$ cat src/sv/fupd_pkg.sv
`timescale 1ns / 1ps
// ----------------------------------------------------------------------------
// fupd_pkg: shared types, constants and helpers for the file URL path decoder
// Holds the prefix texts, the symbol and result beat layouts and hex helpers.
// ----------------------------------------------------------------------------
package fupd_pkg;

    // field widths
    localparam int BYTE_W  = 8;
    localparam int LIMIT_W = 9;
    localparam int CNT_W   = 4;

    // prefix lengths
    localparam int SCHEME_LEN = 7;
    localparam int HOST_LEN   = 10;

    // defaults handed to the top level
    localparam int PATH_BUFFER_BYTES_DEF = 512;
    localparam int QUEUE_DEPTH           = 4;

    // special characters
    localparam logic [BYTE_W-1:0] CH_PCT   = 8'h25;
    localparam logic [BYTE_W-1:0] CH_SLASH = 8'h2F;

    // register reset value
    localparam logic [LIMIT_W-1:0] OUT_LIMIT_RST = 9'd511;

    // one decoder symbol, front to back
    typedef struct packed {
        logic [BYTE_W-1:0] data;
        logic              has_byte;
        logic              is_end;
    } t_sym;

    // one result beat
    typedef struct packed {
        logic [BYTE_W-1:0] data;
        logic              byte_valid;
        logic              end_of_path;
        logic              truncated;
    } t_res;

    localparam int SYM_W = $bits(t_sym);
    localparam int RES_W = $bits(t_res);

    // character of "file://" or "localhost/" at a position
    function automatic logic [BYTE_W-1:0] prefix_char(input logic host,
                                                      input logic [CNT_W-1:0] idx);
        logic [BYTE_W-1:0] ch;
        ch = 8'h00;
        if (host) begin
            unique case (idx)
                4'd0:    ch = 8'h6C; // l
                4'd1:    ch = 8'h6F; // o
                4'd2:    ch = 8'h63; // c
                4'd3:    ch = 8'h61; // a
                4'd4:    ch = 8'h6C; // l
                4'd5:    ch = 8'h68; // h
                4'd6:    ch = 8'h6F; // o
                4'd7:    ch = 8'h73; // s
                4'd8:    ch = 8'h74; // t
                4'd9:    ch = 8'h2F; // /
                default: ch = 8'h00;
            endcase
        end else begin
            unique case (idx)
                4'd0:    ch = 8'h66; // f
                4'd1:    ch = 8'h69; // i
                4'd2:    ch = 8'h6C; // l
                4'd3:    ch = 8'h65; // e
                4'd4:    ch = 8'h3A; // :
                4'd5:    ch = 8'h2F; // /
                4'd6:    ch = 8'h2F; // /
                default: ch = 8'h00;
            endcase
        end
        return ch;
    endfunction

    // hex digit of either case
    function automatic logic is_hex(input logic [BYTE_W-1:0] c);
        return ((c >= 8'h30) && (c <= 8'h39)) ||
               ((c >= 8'h41) && (c <= 8'h46)) ||
               ((c >= 8'h61) && (c <= 8'h66));
    endfunction

    // nibble value of a hex digit
    function automatic logic [3:0] hex_val(input logic [BYTE_W-1:0] c);
        logic [3:0] v;
        if (c <= 8'h39) begin
            v = c[3:0];
        end else begin
            v = c[3:0] + 4'd9;
        end
        return v;
    endfunction

endpackage

$ cat src/sv/fupd_fifo.sv
`timescale 1ns / 1ps
// ----------------------------------------------------------------------------
// fupd_fifo: small register queue
// Push/full on one side, pop/empty on the other, head shown while not empty.
// ----------------------------------------------------------------------------
module fupd_fifo #(
    parameter int WIDTH = fupd_pkg::SYM_W,
    parameter int DEPTH = fupd_pkg::QUEUE_DEPTH
) (
    input  logic             i_clk,
    input  logic             i_rst_n,
    input  logic             i_push,
    input  logic [WIDTH-1:0] i_data,
    output logic             o_full,
    input  logic             i_pop,
    output logic [WIDTH-1:0] o_data,
    output logic             o_empty
);
    localparam int AW = $clog2(DEPTH);

    logic [WIDTH-1:0] r_mem [DEPTH];
    logic [AW-1:0]    r_wr, n_wr;
    logic [AW-1:0]    r_rd, n_rd;
    logic [AW:0]      r_cnt, n_cnt;
    logic             do_push, do_pop;

    // status
    assign o_full  = (r_cnt == AW'(0) + (AW+1)'(DEPTH));
    assign o_empty = (r_cnt == '0);
    assign do_push = i_push && !o_full;
    assign do_pop  = i_pop && !o_empty;
    assign o_data  = r_mem[r_rd];

    // pointer and count update
    always_comb begin
        n_wr  = do_push ? r_wr + AW'(1) : r_wr;
        n_rd  = do_pop  ? r_rd + AW'(1) : r_rd;
        n_cnt = r_cnt;
        unique case ({do_push, do_pop})
            2'b10:   n_cnt = r_cnt + (AW+1)'(1);
            2'b01:   n_cnt = r_cnt - (AW+1)'(1);
            default: n_cnt = r_cnt;
        endcase
    end

    // storage
    always_ff @(posedge i_clk) begin
        if (do_push) begin
            r_mem[r_wr] <= i_data;
        end
    end

    // control registers
    always_ff @(posedge i_clk) begin
        if (!i_rst_n) begin
            r_wr  <= '0;
            r_rd  <= '0;
            r_cnt <= '0;
        end else begin
            r_wr  <= n_wr;
            r_rd  <= n_rd;
            r_cnt <= n_cnt;
        end
    end

endmodule

$ cat src/sv/fupd_front.sv
`timescale 1ns / 1ps
// ----------------------------------------------------------------------------
// fupd_front: prefix stripper
// Matches "file://" then "localhost/", and turns each input beat into decoder
// symbols; a partial prefix is replayed one character a cycle unless stalled.
// ----------------------------------------------------------------------------
module fupd_front (
    input  logic                        i_clk,
    input  logic                        i_rst_n,
    input  logic                        i_push,
    input  logic [fupd_pkg::BYTE_W-1:0] i_in_byte,
    input  logic                        i_in_last,
    output logic                        o_full,
    output logic                        o_sym_push,
    output fupd_pkg::t_sym              o_sym,
    input  logic                        i_sym_full
);
    import fupd_pkg::*;

    typedef enum logic [2:0] {
        PS_SCHEME = 3'b001,
        PS_HOST   = 3'b010,
        PS_DECODE = 3'b100
    } t_pstage;

    typedef enum logic [1:0] {
        FM_PASS  = 2'b01,
        FM_FLUSH = 2'b10
    } t_fmode;

    t_pstage           r_pstage, n_pstage;
    t_fmode            r_mode, n_mode;
    logic [CNT_W-1:0]  r_match, n_match;
    logic [CNT_W-1:0]  r_fl_idx, n_fl_idx;
    logic [CNT_W-1:0]  r_fl_cnt;
    logic              r_fl_host;
    logic [BYTE_W-1:0] r_fl_byte;
    logic              r_fl_feed;
    logic              r_fl_end;

    logic              accept;
    logic              in_host;
    logic [BYTE_W-1:0] m_ch;
    logic [CNT_W-1:0]  m_len;
    logic [CNT_W-1:0]  m1;
    logic              hit;
    logic [CNT_W-1:0]  plan_n;
    logic              plan_host;
    logic              plan_feed;
    logic [BYTE_W-1:0] plan_byte;
    logic              plan_end;

    // input handshake
    assign o_full = (r_mode == FM_FLUSH) || i_sym_full;
    assign accept = i_push && !o_full;

    // prefix compare
    assign in_host = (r_pstage == PS_HOST);
    assign m_ch    = prefix_char(in_host, r_match);
    assign m_len   = in_host ? CNT_W'(HOST_LEN) : CNT_W'(SCHEME_LEN);
    assign m1      = r_match + CNT_W'(1);
    assign hit     = (r_match < m_len) && (i_in_byte == m_ch);

    // classify the accepted beat
    always_comb begin
        n_pstage  = r_pstage;
        n_match   = r_match;
        plan_n    = '0;
        plan_host = 1'b0;
        plan_feed = 1'b0;
        plan_byte = i_in_byte;
        plan_end  = i_in_last;
        if (accept) begin
            unique case (r_pstage)
                PS_SCHEME: begin
                    if (hit) begin
                        if (m1 == CNT_W'(SCHEME_LEN)) begin
                            n_pstage = PS_HOST;
                            n_match  = '0;
                        end else begin
                            n_match = m1;
                            if (i_in_last) begin
                                plan_n = m1;
                            end
                        end
                    end else begin
                        plan_n    = r_match;
                        plan_feed = 1'b1;
                        n_pstage  = PS_DECODE;
                        n_match   = '0;
                    end
                end
                PS_HOST: begin
                    plan_host = 1'b1;
                    if (hit) begin
                        if (m1 == CNT_W'(HOST_LEN)) begin
                            plan_feed = 1'b1;
                            plan_byte = CH_SLASH;
                            n_pstage  = PS_DECODE;
                            n_match   = '0;
                        end else begin
                            n_match = m1;
                            if (i_in_last) begin
                                plan_n = m1;
                            end
                        end
                    end else begin
                        plan_n    = r_match;
                        plan_feed = 1'b1;
                        n_pstage  = PS_DECODE;
                        n_match   = '0;
                    end
                end
                default: begin
                    plan_feed = 1'b1;
                end
            endcase
            // new path after the last beat
            if (i_in_last) begin
                n_pstage = PS_SCHEME;
                n_match  = '0;
            end
        end
    end

    // symbol out: direct beat or replay of held prefix characters
    always_comb begin
        n_mode     = r_mode;
        n_fl_idx   = r_fl_idx;
        o_sym_push = 1'b0;
        o_sym      = '{data: plan_byte, has_byte: plan_feed, is_end: plan_end};
        if (r_mode == FM_FLUSH) begin
            if (r_fl_idx == r_fl_cnt) begin
                o_sym = '{data: r_fl_byte, has_byte: r_fl_feed, is_end: r_fl_end};
            end else begin
                o_sym = '{data: prefix_char(r_fl_host, r_fl_idx), has_byte: 1'b1,
                          is_end: 1'b0};
            end
            if (!i_sym_full) begin
                o_sym_push = 1'b1;
                if (r_fl_idx == r_fl_cnt) begin
                    n_mode = FM_PASS;
                end else begin
                    n_fl_idx = r_fl_idx + CNT_W'(1);
                end
            end
        end else if (accept) begin
            if (plan_n != '0) begin
                n_mode   = FM_FLUSH;
                n_fl_idx = '0;
            end else begin
                o_sym_push = plan_feed || plan_end;
            end
        end
    end

    // replay plan, loaded when a flush starts
    always_ff @(posedge i_clk) begin
        if (accept && (r_mode == FM_PASS) && (plan_n != '0)) begin
            r_fl_cnt  <= plan_n;
            r_fl_host <= plan_host;
            r_fl_byte <= plan_byte;
            r_fl_feed <= plan_feed;
            r_fl_end  <= plan_end;
        end
    end

    // control state
    always_ff @(posedge i_clk) begin
        if (!i_rst_n) begin
            r_pstage <= PS_SCHEME;
            r_mode   <= FM_PASS;
            r_match  <= '0;
            r_fl_idx <= '0;
        end else begin
            r_pstage <= n_pstage;
            r_mode   <= n_mode;
            r_match  <= n_match;
            r_fl_idx <= n_fl_idx;
        end
    end

endmodule

$ cat src/sv/fupd_back.sv
`timescale 1ns / 1ps
// ----------------------------------------------------------------------------
// fupd_back: percent decoder and byte limiter
// Takes one symbol from the queue, emits at most one result beat a cycle,
// applies the byte limit and closes each path with an end marker.
// ----------------------------------------------------------------------------
module fupd_back #(
    parameter int PATH_BUFFER_BYTES = fupd_pkg::PATH_BUFFER_BYTES_DEF
) (
    input  logic                         i_clk,
    input  logic                         i_rst_n,
    input  logic [fupd_pkg::LIMIT_W-1:0] i_out_limit,
    input  fupd_pkg::t_sym               i_sym,
    input  logic                         i_sym_empty,
    output logic                         o_sym_pop,
    output logic                         o_res_push,
    output fupd_pkg::t_res               o_res,
    input  logic                         i_res_full
);
    import fupd_pkg::*;

    localparam int CAP_RAW = PATH_BUFFER_BYTES - 1;
    localparam int CAP_MAX = (1 << LIMIT_W) - 1;
    localparam int CAP_INT = (CAP_RAW < CAP_MAX) ? CAP_RAW : CAP_MAX;
    localparam logic [LIMIT_W-1:0] LIMIT_CAP = CAP_INT[LIMIT_W-1:0];

    // pending escape: none, '%' seen, '%' and a digit seen, held digit to emit
    typedef enum logic [3:0] {
        ES_NONE = 4'b0001,
        ES_PCT  = 4'b0010,
        ES_DIG  = 4'b0100,
        ES_HELD = 4'b1000
    } t_esc;

    t_esc               r_esc, n_esc;
    logic [BYTE_W-1:0]  r_held, n_held;
    logic               r_byte_done, n_byte_done;
    logic [LIMIT_W-1:0] r_written;
    logic               r_dropped;

    logic               step;
    logic               emit;
    logic [BYTE_W-1:0]  emit_byte;
    logic               mark;
    logic               c_hex;
    logic [LIMIT_W-1:0] limit;
    logic               room;

    assign step  = !i_sym_empty && !i_res_full;
    assign c_hex = is_hex(i_sym.data);
    assign limit = (i_out_limit < LIMIT_CAP) ? i_out_limit : LIMIT_CAP;
    assign room  = (r_written < limit);

    // decode one step of the head symbol
    always_comb begin
        n_esc       = r_esc;
        n_held      = r_held;
        n_byte_done = r_byte_done;
        emit        = 1'b0;
        emit_byte   = i_sym.data;
        mark        = 1'b0;
        o_sym_pop   = 1'b0;
        if (step) begin
            if (i_sym.has_byte && !r_byte_done) begin
                unique case (r_esc)
                    ES_PCT: begin
                        if (c_hex) begin
                            n_held      = i_sym.data;
                            n_esc       = ES_DIG;
                            n_byte_done = 1'b1;
                        end else begin
                            emit      = 1'b1;
                            emit_byte = CH_PCT;
                            n_esc     = ES_NONE;
                        end
                    end
                    ES_DIG: begin
                        if (c_hex) begin
                            emit        = 1'b1;
                            emit_byte   = {hex_val(r_held), hex_val(i_sym.data)};
                            n_esc       = ES_NONE;
                            n_byte_done = 1'b1;
                        end else begin
                            emit      = 1'b1;
                            emit_byte = CH_PCT;
                            n_esc     = ES_HELD;
                        end
                    end
                    ES_HELD: begin
                        emit      = 1'b1;
                        emit_byte = r_held;
                        n_esc     = ES_NONE;
                    end
                    default: begin
                        n_esc       = (i_sym.data == CH_PCT) ? ES_PCT : ES_NONE;
                        emit        = (i_sym.data != CH_PCT);
                        n_byte_done = 1'b1;
                    end
                endcase
            end else if (i_sym.is_end) begin
                // end of input counts as a non-hex byte
                unique case (r_esc)
                    ES_PCT: begin
                        emit      = 1'b1;
                        emit_byte = CH_PCT;
                        n_esc     = ES_NONE;
                    end
                    ES_DIG: begin
                        emit      = 1'b1;
                        emit_byte = CH_PCT;
                        n_esc     = ES_HELD;
                    end
                    ES_HELD: begin
                        emit      = 1'b1;
                        emit_byte = r_held;
                        n_esc     = ES_NONE;
                    end
                    default: begin
                        mark  = 1'b1;
                        n_esc = ES_NONE;
                    end
                endcase
            end else begin
                o_sym_pop   = 1'b1;
                n_byte_done = 1'b0;
            end
            // retire the symbol once its work is done
            if ((n_byte_done && !i_sym.is_end) || mark) begin
                o_sym_pop   = 1'b1;
                n_byte_done = 1'b0;
            end
        end
    end

    // result beat
    always_comb begin
        o_res_push = mark || (emit && room);
        if (mark) begin
            o_res = '{data: '0, byte_valid: 1'b0, end_of_path: 1'b1,
                      truncated: r_dropped};
        end else begin
            o_res = '{data: emit_byte, byte_valid: 1'b1, end_of_path: 1'b0,
                      truncated: 1'b0};
        end
    end

    // held digit
    always_ff @(posedge i_clk) begin
        r_held <= n_held;
    end

    // control state and limit bookkeeping
    always_ff @(posedge i_clk) begin
        if (!i_rst_n) begin
            r_esc       <= ES_NONE;
            r_byte_done <= 1'b0;
            r_written   <= '0;
            r_dropped   <= 1'b0;
        end else begin
            r_esc       <= n_esc;
            r_byte_done <= n_byte_done;
            if (mark) begin
                r_written <= '0;
                r_dropped <= 1'b0;
            end else if (emit) begin
                if (room) begin
                    r_written <= r_written + LIMIT_W'(1);
                end else begin
                    r_dropped <= 1'b1;
                end
            end
        end
    end

endmodule

$ cat src/sv/file_url_path_decoder.sv
`timescale 1ns / 1ps
// ----------------------------------------------------------------------------
// file_url_path_decoder: file URL to local path converter
// Strips "file://" and "localhost", percent-decodes, limits and marks paths.
// ----------------------------------------------------------------------------
// Push one URL byte per beat with i_in_last on the final one; pop decoded
// path bytes, each path closed by a marker beat (o_byte_valid low,
// o_end_of_path high, o_truncated set if the byte limit dropped anything).
// Plain bytes run at one per cycle while no queue is full. A prefix that
// matches only in part is replayed by the stripper one held character a
// cycle while the symbol queue has room, then the mismatching byte; full
// stays high. The decoder takes a step per result beat, so an escape that
// falls back to literal text takes a step per literal character, and the
// end marker one more. Four-entry queues sit between stripper and decoder
// and in front of the result ports. The user must write the limit in
// i_cfg_data only while the block is idle; the block does not enforce it.
// The effective limit is the smaller of it and PATH_BUFFER_BYTES - 1.
// ----------------------------------------------------------------------------
module file_url_path_decoder #(
    parameter int PATH_BUFFER_BYTES = fupd_pkg::PATH_BUFFER_BYTES_DEF
) (
    input  logic                         i_clk,
    input  logic                         i_rst_n,
    // input beats
    input  logic                         push,
    output logic                         full,
    input  logic [fupd_pkg::BYTE_W-1:0]  i_in_byte,
    input  logic                         i_in_last,
    // result beats
    output logic                         empty,
    input  logic                         pop,
    output logic [fupd_pkg::BYTE_W-1:0]  o_out_byte,
    output logic                         o_byte_valid,
    output logic                         o_end_of_path,
    output logic                         o_truncated,
    // configuration
    input  logic                         i_cfg_valid,
    output logic                         o_cfg_ready,
    input  logic [fupd_pkg::LIMIT_W-1:0] i_cfg_data
);
    import fupd_pkg::*;

    logic [LIMIT_W-1:0] r_out_limit;
    logic               sym_push, sym_full, sym_empty, sym_pop;
    t_sym               sym_in, sym_out;
    logic               res_push, res_full;
    t_res               res_in, res_out;

    // limit register
    assign o_cfg_ready = 1'b1;
    always_ff @(posedge i_clk) begin
        if (!i_rst_n) begin
            r_out_limit <= OUT_LIMIT_RST;
        end else if (i_cfg_valid && o_cfg_ready) begin
            r_out_limit <= i_cfg_data;
        end
    end

    // prefix stripper
    fupd_front u_front (
        .i_clk      (i_clk),
        .i_rst_n    (i_rst_n),
        .i_push     (push),
        .i_in_byte  (i_in_byte),
        .i_in_last  (i_in_last),
        .o_full     (full),
        .o_sym_push (sym_push),
        .o_sym      (sym_in),
        .i_sym_full (sym_full)
    );

    // symbol queue
    fupd_fifo #(
        .WIDTH (SYM_W),
        .DEPTH (QUEUE_DEPTH)
    ) u_sym_q (
        .i_clk   (i_clk),
        .i_rst_n (i_rst_n),
        .i_push  (sym_push),
        .i_data  (sym_in),
        .o_full  (sym_full),
        .i_pop   (sym_pop),
        .o_data  (sym_out),
        .o_empty (sym_empty)
    );

    // percent decoder
    fupd_back #(
        .PATH_BUFFER_BYTES (PATH_BUFFER_BYTES)
    ) u_back (
        .i_clk       (i_clk),
        .i_rst_n     (i_rst_n),
        .i_out_limit (r_out_limit),
        .i_sym       (sym_out),
        .i_sym_empty (sym_empty),
        .o_sym_pop   (sym_pop),
        .o_res_push  (res_push),
        .o_res       (res_in),
        .i_res_full  (res_full)
    );

    // result queue
    fupd_fifo #(
        .WIDTH (RES_W),
        .DEPTH (QUEUE_DEPTH)
    ) u_res_q (
        .i_clk   (i_clk),
        .i_rst_n (i_rst_n),
        .i_push  (res_push),
        .i_data  (res_in),
        .o_full  (res_full),
        .i_pop   (pop),
        .o_data  (res_out),
        .o_empty (empty)
    );

    // result ports
    assign o_out_byte    = res_out.data;
    assign o_byte_valid  = res_out.byte_valid;
    assign o_end_of_path = res_out.end_of_path;
    assign o_truncated   = res_out.truncated;

    // a result is either a path byte or the end marker, never both or neither
    a_byte_or_marker : assert property (@(posedge i_clk) disable iff (!i_rst_n)
        !empty |-> (o_byte_valid != o_end_of_path))
        else $error("result beat is neither a byte nor a marker");

    // truncation is reported only on the marker
    a_trunc_on_marker : assert property (@(posedge i_clk) disable iff (!i_rst_n)
        (!empty && o_byte_valid) |-> !o_truncated)
        else $error("truncated set on a path byte");

    // reset leaves no results behind
    a_reset_empty : assert property (@(posedge i_clk)
        !i_rst_n |=> empty)
        else $error("result queue not empty after reset");

endmodule
$ cat config.mk
export PLATFORM = sky130hd
export DESIGN_NAME = file_url_path_decoder
export DESIGN_NICKNAME = d
export VERILOG_FILES = /design/src/sv/fupd_pkg.sv /design/src/sv/fupd_fifo.sv /design/src/sv/fupd_front.sv /design/src/sv/fupd_back.sv /design/src/sv/file_url_path_decoder.sv
export SDC_FILE = /design/constraint.sdc
export NUM_CORES = 1
export LEC_CHECK = 0
export ABC_AREA = 0
export BUFFER_PORTS_ARGS = -buffer_cell sky130_fd_sc_hd__buf_2
export CELL_PAD_IN_SITES_DETAIL_PLACEMENT = 0
export CELL_PAD_IN_SITES_GLOBAL_PLACEMENT = 2
export CORE_UTILIZATION = 35
export CTS_CLUSTER_DIAMETER = 60
export CTS_CLUSTER_SIZE = 28
export DETAILED_ROUTE_END_ITERATION = 6
export PLACE_DENSITY_LB_ADDON = 0.1
export SLEW_MARGIN = 5
export SYNTH_ARGS = -nofsm -noshare
export SYNTH_HDL_FRONTEND = slang
export SYNTH_SLANG_ARGS = --single-unit
$ cat constraint.sdc
create_clock -name i_clk -period 7.96 [get_ports i_clk]
set_input_delay 2.388 -clock i_clk [delete_from_list [all_inputs] [get_ports i_clk]]
set_output_delay 2.388 -clock i_clk [all_outputs]
set_load 0.01 [all_outputs]
==> metrics.txt <==
number of antenna repair diodes 0; CP max FO 9; area growth from synthesis to layout 11.0%; run status finished, final reports clean; clk root buf sky130_fd_sc_hd__clkbuf_16; critical register-to-register path endpoint u_res_q.r_cnt[2]; Slew HR 17.7%; endpoint of the worst hold path r_out_limit[0]; critical path, cell by cell buf_2 -> inv_1 -> a2111oi_0 -> o21ai_1 -> a32oi_1 -> nand4_1 -> o31ai_1 -> nor3_1 -> o21ai_2 -> ha_1 -> inv_1 -> fa_1 -> xor2_1 -> or3_1 -> a21boi_0; Post-CTS Setup Repair Bufs 0; most used cell along the critical path sky130_fd_sc_hd__inv_1; post-CTS resize count 0; Max Cap Viol 0; kind of critical path in -> reg; worst slew pin tran 1.22 ns; floorplan die area 27100 um^2; number of filler cells placed in the layout 2547; worst min-delay path startpoint r_out_limit[0]; height of the die 165 um; fraction of the yosys area taken by sequential cells 49.6%; number of synthesized flops with an enable pin 107; fraction of the cycle the final worst path needs 73.0%; fin worst setup slack 2.15 ns; setup slack after placement 1.70 ns; effective utilization at floorplan 35.7%; first drt pass iteration count 5; Hold Violations, Final 0; total standard cell area after synthesis 9270 um^2; number of primary I/O pins 37; all-layer global routing usage 17.4%; power density relative to cell area 280 nW/um^2; pin count of the biggest net entering global routing 59; total of hold buffers inserted after clock tree synthesis 0; total wire length 22.4 mm; share of power burned in combinational logic 29.7%; TritonCTS clock tree built; FFs w/ async S/R, synth 0%; post-route setup TNS 0 ns; overall die width 165 um; maximum buffer depth of the clock tree 2; clock input transition at the sequential cells of the worst setup and hold paths 0.07 ns; design internal power 1.91 mW; deepest level of the CTS H-tree 4; Yosys warning count 0; setup repair after global routing missed its margin no; logic depth of the worst register-to-register path 18; HPWL after DPL 16.3 mm; Worst Hold Path Cells 2; net switching power 0.966 mW; number of DRC violations after detailed-routing iteration 0 369; area leader, netlist sky130_fd_sc_hd__edfxtp_1; area share of the largest cell type after synthesis 34.7%; Port Buffers 35; highest-count cells in the layout ignoring fill and taps sky130_fd_sc_hd__edfxtp_1, sky130_fd_sc_hd__nand2_1, sky130_fd_sc_hd__dfxtp_1; required arrival time at the worst endpoint 8.31 ns; ranking of synthesized cells by area sky130_fd_sc_hd__edfxtp_1, sky130_fd_sc_hd__dfxtp_1, sky130_fd_sc_hd__ha_1; share of post-route cells with drive strength above 1 12.2%; syn nets 947; cts bufs inserted 17; flip-flop cell with the highest count after synthesis sky130_fd_sc_hd__edfxtp_1; leakage power of the design 3.79 nW; area post-placement 9740 um^2; Worst R2R Setup Slack 2.71 ns; number of clock sinks 176; via density per instance 5.43; final net count 967; first-pass GRT wire length 36.0 mm; maximum vdd ir drop 0.127 mV; top achievable clock speed 0.172 GHz; endpoint class of the critical path flop; Crit-path slowest cell sky130_fd_sc_hd__a2111oi_0; shortest clock period the worst path allows after layout 5.81 ns; final antenna-violating net count 0; via count of the first global-routing pass 6612; number of distinct library cell variants in the gate-level netlist after synthesis 84; class of the most critical hold timing path reg -> reg; part of the total power dissipated in sequential elements 42.3%; Floorplan Core Area 26000 um^2; final-report max-slew violation count 0; arrival time of data at the critical path endpoint 6.16 ns; startpoint type of the worst setup path primary input; via count 6758; switching share of total power 33.6%; Remaining DRCs 0; most common library cell in the layout ignoring fill and taps sky130_fd_sc_hd__edfxtp_1; post-route cell area 10300 um^2; setup-violating endpoint count in the final report 0; Worst-Skew Late Latency 0.43 ns; synthesized instance count 878; post-synthesis average cell area 10.6 um^2; number of rows created at floorplan 59; maximum single-stage delay on the critical path 0.50 ns; proportion of power drawn by the clock network 28.0%; flip-flop and latch count after synthesis 176; Worst path top cell family by delay compound AO/OA/AOI/OAI gates; number of antenna violations at the first check in global routing 0; worst clock skew 0.0106 ns; final routed wire length divided by cell count 18.0 um; buffering stage count on the worst path with inverters included 3; weighted congestion at the end of routability-driven global placement 0.823; Congestion Overflow GR 0
-- worst max-delay path by stage --
stage / startpoint / endpoint / cells after the start / slack (ns)
after global routing: i_in_byte[1] / u_sym_q.r_cnt[2] / 15 / 1.69
after detailed placement: i_in_byte[1] / u_sym_q.r_cnt[2] / 15 / 1.70
final: i_in_byte[1] / u_sym_q.r_cnt[2] / 15 / 2.15
after floorplan: i_in_byte[1] / u_sym_q.r_cnt[2] / 14 / 2.35
after CTS: i_in_byte[1] / u_sym_q.r_cnt[2] / 15 / 2.15
after global placement: i_in_byte[1] / u_sym_q.r_cnt[2] / 15 / 1.79
-- cell usage after synthesis, types with 4 or more instances --
master and n:
sky130_fd_sc_hd__o22ai_1 4, sky130_fd_sc_hd__and3_1 5, sky130_fd_sc_hd__nor3_1 16, sky130_fd_sc_hd__clkbuf_1 27
sky130_fd_sc_hd__nand3_1 22, sky130_fd_sc_hd__a32oi_1 6, sky130_fd_sc_hd__xor2_1 10, sky130_fd_sc_hd__a21oi_1 41
sky130_fd_sc_hd__or2_2 6, sky130_fd_sc_hd__a31oi_1 6, sky130_fd_sc_hd__o31ai_1 6, sky130_fd_sc_hd__or3_1 8
sky130_fd_sc_hd__buf_4 4, sky130_fd_sc_hd__dfxtp_1 69, sky130_fd_sc_hd__o21ai_0 51, sky130_fd_sc_hd__o21ai_1 8
sky130_fd_sc_hd__xnor2_1 17, sky130_fd_sc_hd__a21o_1 6, sky130_fd_sc_hd__inv_1 49, sky130_fd_sc_hd__nor2b_1 14
sky130_fd_sc_hd__o2111ai_1 4, sky130_fd_sc_hd__o311ai_0 5, sky130_fd_sc_hd__a21boi_0 8, sky130_fd_sc_hd__and2_1 25
sky130_fd_sc_hd__nand2b_1 9, sky130_fd_sc_hd__buf_2 5, sky130_fd_sc_hd__nand2_1 93, sky130_fd_sc_hd__nand4_1 12
sky130_fd_sc_hd__nor4_1 5, sky130_fd_sc_hd__ha_1 44, sky130_fd_sc_hd__nor2_1 60, sky130_fd_sc_hd__mux2i_1 10
sky130_fd_sc_hd__a211oi_1 9, sky130_fd_sc_hd__o211ai_1 14, sky130_fd_sc_hd__edfxtp_1 107, sky130_fd_sc_hd__o21a_1 6
sky130_fd_sc_hd__mux4_2 20
-- layout make-up --
| type | instances | area, um^2 | share of cell area (%) |
|---|---|---|---|
| Tap cell | 335 | 419 | 4.07 |
| Multi-Input combinational cell | 612 | 4320 | 41.9 |
| Sequential cell | 176 | 4590 | 44.6 |
| Clock inverter | 14 | 130 | 1.26 |
| Clock buffer | 17 | 425 | 4.13 |
| Timing Repair Buffer | 41 | 220 | 2.14 |
| Inverter | 50 | 188 | 1.82 |
-- worst reg2reg max path: cells and delay by family, from the launching register on --
kind / cells / cell delay (ns)
and+or+nand+nor: 5 / 1.20
muxes: 1 / 0.72
AOI/OAI and AO/OA: 5 / 1.11
DFF: 1 / 0.77
xor gates and xnor gates: 1 / 0.16
adders and majority gates: 3 / 0.82
buffers and inverters: 3 / 0.40
-- per-stage QoR --
step / instances / hold WS, ns / power, mW / util [%]
2_1_floorplan: 878 / 0.429 / 1.83 / -
3_3_place_gp: 1214 / 0.466 / 2.07 / 37.5
3_5_place_dp: 1214 / 0.472 / 2.10 / 37.5
4_1_cts: 1245 / 0.485 / 2.92 / 39.6
5_1_grt: 1245 / 0.510 / 3.05 / 39.6
6_report: 1245 / 0.484 / 2.88 / 39.6
-- power by group through the flow --
| stage | sequential, mW | combinational [mW] | clock, mW |
|---|---|---|---|
| after floorplan | 1.20 | 0.633 | 0 |
| after global placement | 1.23 | 0.841 | 0 |
| after detailed placement | 1.24 | 0.861 | 0 |
| after CTS | 1.22 | 0.866 | 0.829 |
| after global routing | 1.24 | 0.950 | 0.867 |
| final | 1.22 | 0.855 | 0.807 |
-- per-layer routing --
metal / GRT usage (%) / vias up / wire, um
li1: - / 3273 / -
met1: 24.2 / 3305 / 10800
met2: 27.5 / 161 / 10300
met3: 3.01 / 19 / 897
met4: 5.67 / 0 / 318
met5: 0 / - / 0
-- kinds of logic (layout without fill, tap and decap cells) --
logic type | after synthesis | count (layout) | synth area share (%)
AOI/OAI and AO/OA | 213 | 213 | 15.5
DFF | 176 | 176 | 49.6
xor gates and xnor gates | 27 | 27 | 2.55
and+or+nand+nor | 295 | 295 | 16.1
buffers and inverters | 90 | 122 | 3.95
muxes | 30 | 30 | 5.94
adders and majority gates | 46 | 46 | 6.37
other | 1 | 1 | 0.0404
(Power assumes the default switching activity.)
